**src/hdl/rfd_pkg.sv**
```systemverilog
// Shared types, constants and helpers for the realtime feedback deframer.
// Depends on nothing; the front, queue, back and top level files import it.
package rfd_pkg;

	localparam logic [7:0] HEADER_CHAR = 8'h2A;
	localparam int         MOTORS      = 4;
	localparam logic [3:0] COUNT_MAX   = 4'd15;
	localparam logic [2:0] GROUP_ALL   = 3'd5;
	localparam int         CFG_INDEX_W = 2;
	localparam int         CFG_DATA_W  = 4;

	// Register indexes of the configuration port
	typedef enum logic [CFG_INDEX_W-1:0] {
		REG_GROUP_SELECT  = 2'd0,
		REG_VELOCITY_MASK = 2'd1,
		REG_POSITION_MASK = 2'd2,
		REG_TEMP_ENABLE   = 2'd3
	} cfg_reg_t;

	// Result status codes
	typedef enum logic [1:0] {
		ST_OK     = 2'd0,
		ST_LENGTH = 2'd1,
		ST_HEADER = 2'd2
	} status_t;

	// Role of one byte within the block layout
	typedef enum logic [2:0] {
		K_NONE   = 3'd0,
		K_HEADER = 3'd1,
		K_VEL    = 3'd2,
		K_POS_HI = 3'd3,
		K_POS_LO = 3'd4,
		K_TEMP   = 3'd5
	} kind_t;

	typedef struct packed {
		logic [2:0] group_select;
		logic [3:0] velocity_mask;
		logic [3:0] position_mask;
		logic       temperature_enable;
	} cfg_t;

	// One classified byte on its way from front to back
	typedef struct packed {
		kind_t      kind;
		logic [1:0] motor;
		logic [7:0] data;
		logic       last;
		logic       mismatch;
	} entry_t;

	// Motors that belong to a group code; unused codes select none
	function automatic logic [3:0] group_members(input logic [2:0] group);
		logic [3:0] mem;
		unique case (group)
			3'd0: mem = 4'b0001;
			3'd1: mem = 4'b0010;
			3'd2: mem = 4'b0100;
			3'd3: mem = 4'b1000;
			3'd4: mem = 4'b0111;
			3'd5: mem = 4'b1111;
			default: mem = 4'b0000;
		endcase
		return mem;
	endfunction

endpackage

```
**src/hdl/rfd_stream_if.sv**
```systemverilog
// Valid/ready channel interfaces for the deframer byte input and result output.
// Depends on nothing.
interface rfd_in_if;
	logic       valid;
	logic       ready;
	logic [7:0] data_byte;
	logic       block_end;

	modport source (output valid, output data_byte, output block_end, input ready);
	modport sink   (input valid, input data_byte, input block_end, output ready);
endinterface

interface rfd_out_if;
	logic               valid;
	logic               ready;
	logic        [1:0]  status;
	logic signed [7:0]  velocity_f1;
	logic signed [7:0]  velocity_f2;
	logic signed [7:0]  velocity_f3;
	logic signed [7:0]  velocity_spread;
	logic        [15:0] position_f1;
	logic        [15:0] position_f2;
	logic        [15:0] position_f3;
	logic        [15:0] position_spread;
	logic signed [7:0]  temperature;

	modport source (output valid, output status, output velocity_f1, output velocity_f2,
		output velocity_f3, output velocity_spread, output position_f1, output position_f2,
		output position_f3, output position_spread, output temperature, input ready);
	modport sink (input valid, input status, input velocity_f1, input velocity_f2,
		input velocity_f3, input velocity_spread, input position_f1, input position_f2,
		input position_f3, input position_spread, input temperature, output ready);
endinterface

```
**src/hdl/rfd_front.sv**
```systemverilog
// Front end: accepts bytes, tracks the position in the block, classifies each byte.
// Depends on rfd_pkg and rfd_in_if.
module rfd_front import rfd_pkg::*; (
	input  logic   clk,
	input  logic   arst_n,
	rfd_in_if.sink in_ch,
	input  cfg_t   cfg,
	input  logic   q_full,
	output logic   q_push,
	output entry_t q_entry
);

	logic [3:0] byte_count_q;
	logic [3:0] count_next;
	logic [3:0] grp;
	logic [3:0] off;
	logic [3:0] exp_len;
	kind_t      kind;
	logic [1:0] motor;

	assign in_ch.ready = !q_full;
	assign q_push      = in_ch.valid && !q_full;

	// Walk the layout and find the field that sits at the current position
	always_comb begin
		grp   = group_members(cfg.group_select);
		off   = 4'd1;
		kind  = K_NONE;
		motor = 2'd0;
		for (int m = 0; m < MOTORS; m++) begin
			if (grp[m] && cfg.velocity_mask[m]) begin
				if (byte_count_q == off) begin
					kind  = K_VEL;
					motor = 2'(m);
				end
				off = off + 4'd1;
			end
			if (grp[m] && cfg.position_mask[m]) begin
				if (byte_count_q == off) begin
					kind  = K_POS_HI;
					motor = 2'(m);
				end else if (byte_count_q == off + 4'd1) begin
					kind  = K_POS_LO;
					motor = 2'(m);
				end
				off = off + 4'd2;
			end
		end
		if (cfg.temperature_enable && byte_count_q == off) begin
			kind = K_TEMP;
		end
		exp_len = off + {3'b000, cfg.temperature_enable};
		if (byte_count_q == 4'd0) begin
			kind = K_HEADER;
		end
	end

	// Saturating count after this byte; compare against the expected length
	assign count_next = (byte_count_q == COUNT_MAX) ? COUNT_MAX : byte_count_q + 4'd1;

	always_comb begin
		q_entry.kind     = kind;
		q_entry.motor    = motor;
		q_entry.data     = in_ch.data_byte;
		q_entry.last     = in_ch.block_end;
		q_entry.mismatch = (count_next != exp_len);
	end

	// Advance the byte position; restart after the last byte
	always_ff @(posedge clk or negedge arst_n) begin
		if (!arst_n) begin
			byte_count_q <= 4'd0;
		end else if (q_push) begin
			if (in_ch.block_end) begin
				byte_count_q <= 4'd0;
			end else begin
				byte_count_q <= count_next;
			end
		end
	end

	a_restart: assert property (@(posedge clk) disable iff (!arst_n)
		(q_push && in_ch.block_end) |=> (byte_count_q == 4'd0))
		else $error("byte position did not restart after the last byte");

	a_saturate: assert property (@(posedge clk) disable iff (!arst_n)
		(q_push && !in_ch.block_end && byte_count_q == COUNT_MAX) |=> (byte_count_q == COUNT_MAX))
		else $error("byte position left saturation inside a block");

endmodule

```
**src/hdl/rfd_queue.sv**
```systemverilog
// Short FIFO of classified bytes between the front and back ends.
// Depends on rfd_pkg.
module rfd_queue import rfd_pkg::*; #(
	parameter int DEPTH = 2
) (
	input  logic   clk,
	input  logic   arst_n,
	input  logic   push,
	input  entry_t push_entry,
	input  logic   pop,
	output logic   full,
	output logic   empty,
	output entry_t head
);

	localparam int PTR_W = $clog2(DEPTH);
	localparam int CNT_W = $clog2(DEPTH + 1);
	localparam logic [PTR_W-1:0] LAST_SLOT = PTR_W'(DEPTH - 1);
	localparam logic [CNT_W-1:0] FULL_CNT  = CNT_W'(DEPTH);

	entry_t           mem_q [DEPTH];
	logic [PTR_W-1:0] wr_ptr_q;
	logic [PTR_W-1:0] rd_ptr_q;
	logic [CNT_W-1:0] count_q;
	logic             do_push;
	logic             do_pop;

	assign full    = (count_q == FULL_CNT);
	assign empty   = (count_q == '0);
	assign head    = mem_q[rd_ptr_q];
	assign do_push = push && !full;
	assign do_pop  = pop && !empty;

	// Store entries
	always_ff @(posedge clk) begin
		if (do_push) begin
			mem_q[wr_ptr_q] <= push_entry;
		end
	end

	// Advance pointers and fill count
	always_ff @(posedge clk or negedge arst_n) begin
		if (!arst_n) begin
			wr_ptr_q <= '0;
			rd_ptr_q <= '0;
			count_q  <= '0;
		end else begin
			if (do_push) begin
				wr_ptr_q <= (wr_ptr_q == LAST_SLOT) ? '0 : wr_ptr_q + PTR_W'(1);
			end
			if (do_pop) begin
				rd_ptr_q <= (rd_ptr_q == LAST_SLOT) ? '0 : rd_ptr_q + PTR_W'(1);
			end
			if (do_push && !do_pop) begin
				count_q <= count_q + CNT_W'(1);
			end else if (do_pop && !do_push) begin
				count_q <= count_q - CNT_W'(1);
			end
		end
	end

	a_bound: assert property (@(posedge clk) disable iff (!arst_n)
		count_q <= FULL_CNT)
		else $error("queue fill count beyond depth");

endmodule

```
**src/hdl/rfd_back.sv**
```systemverilog
// Back end: latches field values from classified bytes, builds the result on the last byte.
// Depends on rfd_pkg and rfd_out_if.
module rfd_back import rfd_pkg::*; (
	input  logic     clk,
	input  logic     arst_n,
	input  cfg_t     cfg,
	input  logic     q_empty,
	input  entry_t   q_head,
	output logic     q_pop,
	rfd_out_if.source out_ch
);

	logic [7:0]  vel_q [MOTORS];
	logic [15:0] pos_q [MOTORS];
	logic [7:0]  temp_q;
	logic [7:0]  hold_q;
	logic        header_ok_q;
	logic [7:0]  vel_n [MOTORS];
	logic [15:0] pos_n [MOTORS];
	logic [7:0]  temp_n;
	logic [7:0]  hold_n;
	logic        header_ok_n;

	logic        out_valid_q;
	logic [1:0]  status_q;
	logic [7:0]  out_vel_q [MOTORS];
	logic [15:0] out_pos_q [MOTORS];
	logic [7:0]  out_temp_q;

	logic        out_free;
	logic        load;
	logic [3:0]  grp;
	status_t     status_n;

	assign out_free = !out_valid_q || out_ch.ready;
	assign q_pop    = !q_empty && (!q_head.last || out_free);
	assign load     = q_pop && q_head.last;
	assign grp      = group_members(cfg.group_select);

	// Apply one classified byte to the stores
	always_comb begin
		vel_n       = vel_q;
		pos_n       = pos_q;
		temp_n      = temp_q;
		hold_n      = hold_q;
		header_ok_n = header_ok_q;
		unique case (q_head.kind)
			K_HEADER: begin
				for (int m = 0; m < MOTORS; m++) begin
					vel_n[m] = 8'd0;
					pos_n[m] = 16'd0;
				end
				temp_n      = 8'd0;
				hold_n      = 8'd0;
				header_ok_n = (q_head.data == HEADER_CHAR);
			end
			K_VEL:    vel_n[q_head.motor] = q_head.data;
			K_POS_HI: hold_n = q_head.data;
			K_POS_LO: pos_n[q_head.motor] = {hold_q, q_head.data};
			K_TEMP:   temp_n = q_head.data;
			default: ;
		endcase
		// Length check wins over the header check
		if (q_head.mismatch) begin
			status_n = ST_LENGTH;
		end else if (header_ok_n) begin
			status_n = ST_OK;
		end else begin
			status_n = ST_HEADER;
		end
	end

	// Update the stores on each transfer out of the queue
	always_ff @(posedge clk) begin
		if (q_pop) begin
			vel_q  <= vel_n;
			pos_q  <= pos_n;
			temp_q <= temp_n;
			hold_q <= hold_n;
		end
	end

	always_ff @(posedge clk or negedge arst_n) begin
		if (!arst_n) begin
			header_ok_q <= 1'b0;
		end else if (q_pop) begin
			header_ok_q <= header_ok_n;
		end
	end

	// Capture the gated result on the last byte
	always_ff @(posedge clk) begin
		if (load) begin
			status_q <= status_n;
			for (int m = 0; m < MOTORS; m++) begin
				out_vel_q[m] <= (grp[m] && cfg.velocity_mask[m]) ? vel_n[m] : 8'd0;
				out_pos_q[m] <= (grp[m] && cfg.position_mask[m]) ? pos_n[m] : 16'd0;
			end
			out_temp_q <= cfg.temperature_enable ? temp_n : 8'd0;
		end
	end

	// Hold the result until its transfer
	always_ff @(posedge clk or negedge arst_n) begin
		if (!arst_n) begin
			out_valid_q <= 1'b0;
		end else if (load) begin
			out_valid_q <= 1'b1;
		end else if (out_ch.ready) begin
			out_valid_q <= 1'b0;
		end
	end

	assign out_ch.valid           = out_valid_q;
	assign out_ch.status          = status_q;
	assign out_ch.velocity_f1     = $signed(out_vel_q[0]);
	assign out_ch.velocity_f2     = $signed(out_vel_q[1]);
	assign out_ch.velocity_f3     = $signed(out_vel_q[2]);
	assign out_ch.velocity_spread = $signed(out_vel_q[3]);
	assign out_ch.position_f1     = out_pos_q[0];
	assign out_ch.position_f2     = out_pos_q[1];
	assign out_ch.position_f3     = out_pos_q[2];
	assign out_ch.position_spread = out_pos_q[3];
	assign out_ch.temperature     = $signed(out_temp_q);

	a_no_overwrite: assert property (@(posedge clk) disable iff (!arst_n)
		(out_valid_q && !out_ch.ready) |-> !load)
		else $error("result overwritten before its transfer");

endmodule

```
**src/hdl/realtime_feedback_deframer_core.sv**
```systemverilog
// Realtime feedback deframer top level: configuration registers, front, queue, back.
// Path: each byte is registered into the queue; the back takes it from the queue head and,
// on the last byte of a block, registers the result and holds it valid until its transfer.
// Throughput: one byte per cycle while the queue is not full; the front classifies from a
// byte counter and layout decode, the back latches fields, and the queue lets either side stall alone.
// Reset: byte counter, queue, result valid and header flag clear; configuration returns
// to group all four with every feedback field disabled.
module realtime_feedback_deframer_core import rfd_pkg::*; #(
	parameter int QUEUE_DEPTH = 2
) (
	input  logic                   clk,
	input  logic                   arst_n,
	rfd_in_if.sink                 in_ch,
	rfd_out_if.source              out_ch,
	input  logic                   cfg_we,
	input  logic [CFG_INDEX_W-1:0] cfg_index,
	input  logic [CFG_DATA_W-1:0]  cfg_data
);

	cfg_t   cfg_q;
	logic   q_full;
	logic   q_empty;
	logic   q_push;
	logic   q_pop;
	entry_t q_entry;
	entry_t q_head;

	// Configuration register writes
	always_ff @(posedge clk or negedge arst_n) begin
		if (!arst_n) begin
			cfg_q.group_select       <= GROUP_ALL;
			cfg_q.velocity_mask      <= 4'd0;
			cfg_q.position_mask      <= 4'd0;
			cfg_q.temperature_enable <= 1'b0;
		end else if (cfg_we) begin
			unique case (cfg_reg_t'(cfg_index))
				REG_GROUP_SELECT:  cfg_q.group_select       <= cfg_data[2:0];
				REG_VELOCITY_MASK: cfg_q.velocity_mask      <= cfg_data[3:0];
				REG_POSITION_MASK: cfg_q.position_mask      <= cfg_data[3:0];
				REG_TEMP_ENABLE:   cfg_q.temperature_enable <= cfg_data[0];
				default: ;
			endcase
		end
	end

	rfd_front u_front (
		.clk     (clk),
		.arst_n  (arst_n),
		.in_ch   (in_ch),
		.cfg     (cfg_q),
		.q_full  (q_full),
		.q_push  (q_push),
		.q_entry (q_entry)
	);

	rfd_queue #(
		.DEPTH (QUEUE_DEPTH)
	) u_queue (
		.clk        (clk),
		.arst_n     (arst_n),
		.push       (q_push),
		.push_entry (q_entry),
		.pop        (q_pop),
		.full       (q_full),
		.empty      (q_empty),
		.head       (q_head)
	);

	rfd_back u_back (
		.clk     (clk),
		.arst_n  (arst_n),
		.cfg     (cfg_q),
		.q_empty (q_empty),
		.q_head  (q_head),
		.q_pop   (q_pop),
		.out_ch  (out_ch)
	);

endmodule
```
**src/flat_wrapper.sv**
```systemverilog
// flat-port wrapper written by rule: the top's interface ports become plain ports
module realtime_feedback_deframer_core_flat import rfd_pkg::*;
#(
	parameter int QUEUE_DEPTH = 2
)
  (clk, arst_n, cfg_we, cfg_index, cfg_data, in_ch_valid, in_ch_data_byte, in_ch_block_end, in_ch_ready, out_ch_valid, out_ch_status, out_ch_velocity_f1, out_ch_velocity_f2, out_ch_velocity_f3, out_ch_velocity_spread, out_ch_position_f1, out_ch_position_f2, out_ch_position_f3, out_ch_position_spread, out_ch_temperature, out_ch_ready);
  rfd_in_if in_ch_i ();
  rfd_out_if out_ch_i ();
  input  logic clk;
  input  logic arst_n;
  input  logic cfg_we;
  input  logic [CFG_INDEX_W-1:0] cfg_index;
  input  logic [CFG_DATA_W-1:0] cfg_data;
  input wire logic [$bits(in_ch_i.valid)-1:0] in_ch_valid;
  input wire logic [$bits(in_ch_i.data_byte)-1:0] in_ch_data_byte;
  input wire logic [$bits(in_ch_i.block_end)-1:0] in_ch_block_end;
  output wire logic [$bits(in_ch_i.ready)-1:0] in_ch_ready;
  output wire logic [$bits(out_ch_i.valid)-1:0] out_ch_valid;
  output wire logic [$bits(out_ch_i.status)-1:0] out_ch_status;
  output wire logic [$bits(out_ch_i.velocity_f1)-1:0] out_ch_velocity_f1;
  output wire logic [$bits(out_ch_i.velocity_f2)-1:0] out_ch_velocity_f2;
  output wire logic [$bits(out_ch_i.velocity_f3)-1:0] out_ch_velocity_f3;
  output wire logic [$bits(out_ch_i.velocity_spread)-1:0] out_ch_velocity_spread;
  output wire logic [$bits(out_ch_i.position_f1)-1:0] out_ch_position_f1;
  output wire logic [$bits(out_ch_i.position_f2)-1:0] out_ch_position_f2;
  output wire logic [$bits(out_ch_i.position_f3)-1:0] out_ch_position_f3;
  output wire logic [$bits(out_ch_i.position_spread)-1:0] out_ch_position_spread;
  output wire logic [$bits(out_ch_i.temperature)-1:0] out_ch_temperature;
  input wire logic [$bits(out_ch_i.ready)-1:0] out_ch_ready;
  assign in_ch_i.valid = in_ch_valid;
  assign in_ch_i.data_byte = in_ch_data_byte;
  assign in_ch_i.block_end = in_ch_block_end;
  assign in_ch_ready = in_ch_i.ready;
  assign out_ch_valid = out_ch_i.valid;
  assign out_ch_status = out_ch_i.status;
  assign out_ch_velocity_f1 = out_ch_i.velocity_f1;
  assign out_ch_velocity_f2 = out_ch_i.velocity_f2;
  assign out_ch_velocity_f3 = out_ch_i.velocity_f3;
  assign out_ch_velocity_spread = out_ch_i.velocity_spread;
  assign out_ch_position_f1 = out_ch_i.position_f1;
  assign out_ch_position_f2 = out_ch_i.position_f2;
  assign out_ch_position_f3 = out_ch_i.position_f3;
  assign out_ch_position_spread = out_ch_i.position_spread;
  assign out_ch_temperature = out_ch_i.temperature;
  assign out_ch_i.ready = out_ch_ready;
  realtime_feedback_deframer_core #(.QUEUE_DEPTH(QUEUE_DEPTH)) u_core (.clk(clk), .arst_n(arst_n), .in_ch(in_ch_i), .out_ch(out_ch_i), .cfg_we(cfg_we), .cfg_index(cfg_index), .cfg_data(cfg_data));
endmodule
```
**config.mk**
```make
export PLATFORM = sky130hd
export DESIGN_NAME = realtime_feedback_deframer_core_flat
export DESIGN_NICKNAME = d
export VERILOG_FILES = /design/src/hdl/rfd_pkg.sv /design/src/hdl/rfd_stream_if.sv /design/src/hdl/rfd_front.sv /design/src/hdl/rfd_queue.sv /design/src/hdl/rfd_back.sv /design/src/hdl/realtime_feedback_deframer_core.sv /design/src/flat_wrapper.sv
export SDC_FILE = /design/constraint.sdc
export NUM_CORES = 1
export LEC_CHECK = 0
export BUFFER_PORTS_ARGS = -buffer_cell sky130_fd_sc_hd__buf_4
export CAP_MARGIN = 20
export CORE_MARGIN = 10
export CORE_UTILIZATION = 33
export CTS_BUF_LIST = sky130_fd_sc_hd__clkbuf_8
export DETAILED_ROUTE_END_ITERATION = 12
export PLACE_DENSITY = 0.5
export REMOVE_ABC_BUFFERS = 1
export SLEW_MARGIN = 20
export SYNTH_ARGS = -nofsm -noshare
export SYNTH_HDL_FRONTEND = slang
export SYNTH_SLANG_ARGS = --single-unit
export TNS_END_PERCENT = 20
```
**constraint.sdc**
```tcl
create_clock -name clk -period 15.9 [get_ports clk]
set_input_delay 0.795 -clock clk [delete_from_list [all_inputs] [get_ports clk]]
set_output_delay 0.795 -clock clk [all_outputs]
set_load 0.1 [all_outputs]
```
==> qor.csv <==
stage,metric,value,unit
yosys,yosys_warnings,0,
yosys,synth-async-reset-ratio,8.15,%
drt,dr_total_vias,7934,
critical_path,cp-end-kind,flip-flop,
floorplan,die_w,215,um
critical_path,arrival,6390,ps
sta,finalSetupViolations,0,
floorplan,die_h,215,um
sta,max_slew_margin,26.7,%
global_route,antenna_found_initial,0,
sta,period_share,38.0,%
clock_network,post-cts-setup-buffer-count,0,
sta,slew_viol_final,0,
final_layout,most-common-layout-cells,"edfxtp_1, buf_4, and2_1",
yosys,yosysSeqAreaShare,64.1,%
final_layout,layout_commonest_cell,edfxtp_1,
run,drv_cap,0,
yosys,synth_area_per_cell,13.4,sq um
yosys,ys.flop_type,edfxtp_1,
worst_hold_path,hold_class,input pin to async pin,
clock_network,path_clk_slew,60,ps
yosys,synth_cell_types,77,
yosys,ys_seq_elements,270,
clock_network,cts_resized,0,
floorplan,die-area,0.0460,sq mm
drt,routed_wl,32.0,mm
drt,drc,0,
sta,setup_tns,0,ps
sta,tightest_slew,1100,ps
yosys,netlist_instances,933,
global_route,groute.usage.overall,13.6,%
critical_path,cp-start-kind,flip-flop,
global_route,gr-total-overflow,0,
drt,drt_iter0_markers,547,
floorplan,core_area,0.0375,sq mm
critical_path,worstReg2RegStart,u_core.cfg_q[9],
clock_network,root_buffer,clkbuf_8,
sta,rsz0062_at_grt,false,
sta,skew,30.5,ps
critical_path,rr_worst_depth,20,
clock_network,cts_tree,yes,
drt,wl_per_cell,19.6,um
floorplan,pin_count,128,
status,status,finished clean,
clock_network,cts_buffers,48,
sta,finalHoldViolations,0,
drt,viasPerCell,4.86,
drt,ant_nets,0,
clock_network,htree_levels,2,
global_route,grt_pass1_wl,49.2,mm
clock_network,holdBufCountCts,0,
floorplan,start_util,33.3,%
global_route,grt_max_degree,76,
critical_path,crit_type,flip-flop to flip-flop,
sta,fmax,166,MHz
clock_network,clk_latency,580,ps
drt,drt-pass1-iter-count,5,
placed_design,place.gp.congestion,0.839,
placed_design,io_buffer_count,127,
yosys,syn_area,0.0125,sq mm
yosys,synth_edf_count,248,
critical_path,startpoint,u_core.cfg_q[9],
critical_path,crit_fanout,18,
global_route,grt_pass1_vias,7890,
critical_path,crit_required,16260,ps
final_layout,synthToLayoutAreaGrowth,19.3,%
clock_network,cts_sinks,270,
final_layout,nets,1118,
placed_design,dp_hpwl,22.1,mm
final_layout,antennaDiodeCount,0,
sta,period_needed,6040,ps
floorplan,num_rows,71,
final_layout,drive_gt1_share,22.1,%
clock_network,clk_path_buf_depth,3,
## worst max-delay path: stages, from the launching register on
cell and delay (ps):
dfstp_2 720, nor2b_1 220, nor2_1 70, and2_1 390, ha_1 440, a21oi_1 360, nor2_1 180, ha_1 350
nor3b_1 370, a21oi_1 140, xnor2_1 180, ha_1 220, o211ai_2 100, xnor2_1 280, xnor2_2 170, xnor3_1 360
nor3_1 220, or2_1 180, mux2i_1 410, o211ai_2 140, a311oi_1 290
## synthesized netlist by cell type, drive strengths merged (5+ instances only)
| cell | count | area (sq um) |
|---|---|---|
| xor2 | 12 | 105 |
| and2 | 82 | 517 |
| clkbuf | 31 | 116 |
| inv | 18 | 67.6 |
| mux2 | 23 | 263 |
| xnor2 | 28 | 253 |
| o21ai | 49 | 253 |
| o211ai | 6 | 65.1 |
| nand4 | 5 | 31.3 |
| xnor3 | 6 | 135 |
| a21oi | 28 | 140 |
| a22o | 73 | 639 |
| nand2b | 10 | 62.6 |
| ha | 15 | 188 |
| nor3b | 6 | 56.3 |
| nor2 | 40 | 150 |
| nand3 | 40 | 205 |
| nor2b | 34 | 213 |
| edfxtp | 248 | 7450 |
| a211oi | 5 | 67.6 |
| dfrtp | 20 | 500 |
| o22ai | 5 | 31.3 |
| nand2 | 56 | 210 |
| mux2i | 12 | 120 |
| buf | 12 | 66.3 |
| and3 | 9 | 57.6 |
| nor3 | 8 | 40.0 |
## worst paths after layout
kind | endpoint | slack, ps
max reg2reg | u_core.u_queue.mem_q[1][13] | 9860
min reg2reg | u_core.u_queue.count_q[1] | 490
min | u_core.cfg_q[4] | 110
min in group clk | u_core.u_queue.mem_q[1][5] | 420
max | u_core.u_queue.mem_q[1][13] | 9860
max in group asynchronous | u_core.cfg_q[11] | 15500
## cell type report
cell class                      count  area (sq um)
Fill cell                        3658         22600
Multi-Input combinational cell    601          4240
Clock buffer                       49           674
Clock inverter                     38           185
Sequential cell                   270          8000
Tap cell                          511           639
Timing Repair Buffer              143          1070
Inverter                           19          73.8
## cells by family after synthesis
| group | share of synthesized area, % |
|---|---|
| AOI/OAI and AO/OA | 11.7 |
| xor gates and xnor gates | 4.14 |
| adders and majority gates | 1.50 |
| buffers and inverters | 2.03 |
| DFF | 64.1 |
| muxes | 3.07 |
| and+or+nand+nor | 13.5 |
## state kept, by name (all words and copies together), names as in the netlist
| register | cells |
|---|---|
| u_core.u_back.vel_q | 32 |
| u_core.u_front.byte_count_q | 4 |
| u_core.u_queue.count_q | 2 |
| u_core.u_back.out_pos_q | 64 |
| u_core.u_back.header_ok_q | 1 |
| u_core.u_queue.wr_ptr_q | 1 |
| u_core.u_queue.mem_q | 30 |
| u_core.u_back.out_vel_q | 32 |
| u_core.u_back.out_ch.temperature | 8 |
| u_core.u_back.hold_q | 8 |
| u_core.cfg_q | 12 |
| u_core.u_queue.rd_ptr_q | 1 |
| u_core.u_back.pos_q | 64 |
| u_core.u_back.temp_q | 8 |
| u_core.u_back.out_ch.valid | 1 |
| u_core.u_back.out_ch.status | 2 |
## through the flow
stage / hold WS [ps] / util [%] / cells / setup WS (ps) / area [sq um]
after floorplan: 464 / - / 890 / 9370 / 12300
after global placement: 486 / 37.4 / 1544 / 10140 / 14000
after detailed placement: 488 / 37.4 / 1544 / 9970 / 14000
after CTS: 85.9 / 39.7 / 1631 / 9900 / 14900
after global routing: 100 / 39.7 / 1631 / 9230 / 14900
final: 107 / 39.7 / 1631 / 9860 / 14900
## layer usage
layer	global-route usage, %	vias to the layer above	share of wire, %
met5	0	-	0
met3	2.91	53	5.6
met4	4.94	0	2.7
met1	17.9	3814	45
met2	21.6	240	47
li1	-	3827	-
Power is not shown: default switching activity piles up to over one toggle a cycle in this logic, so the estimate is an artifact.
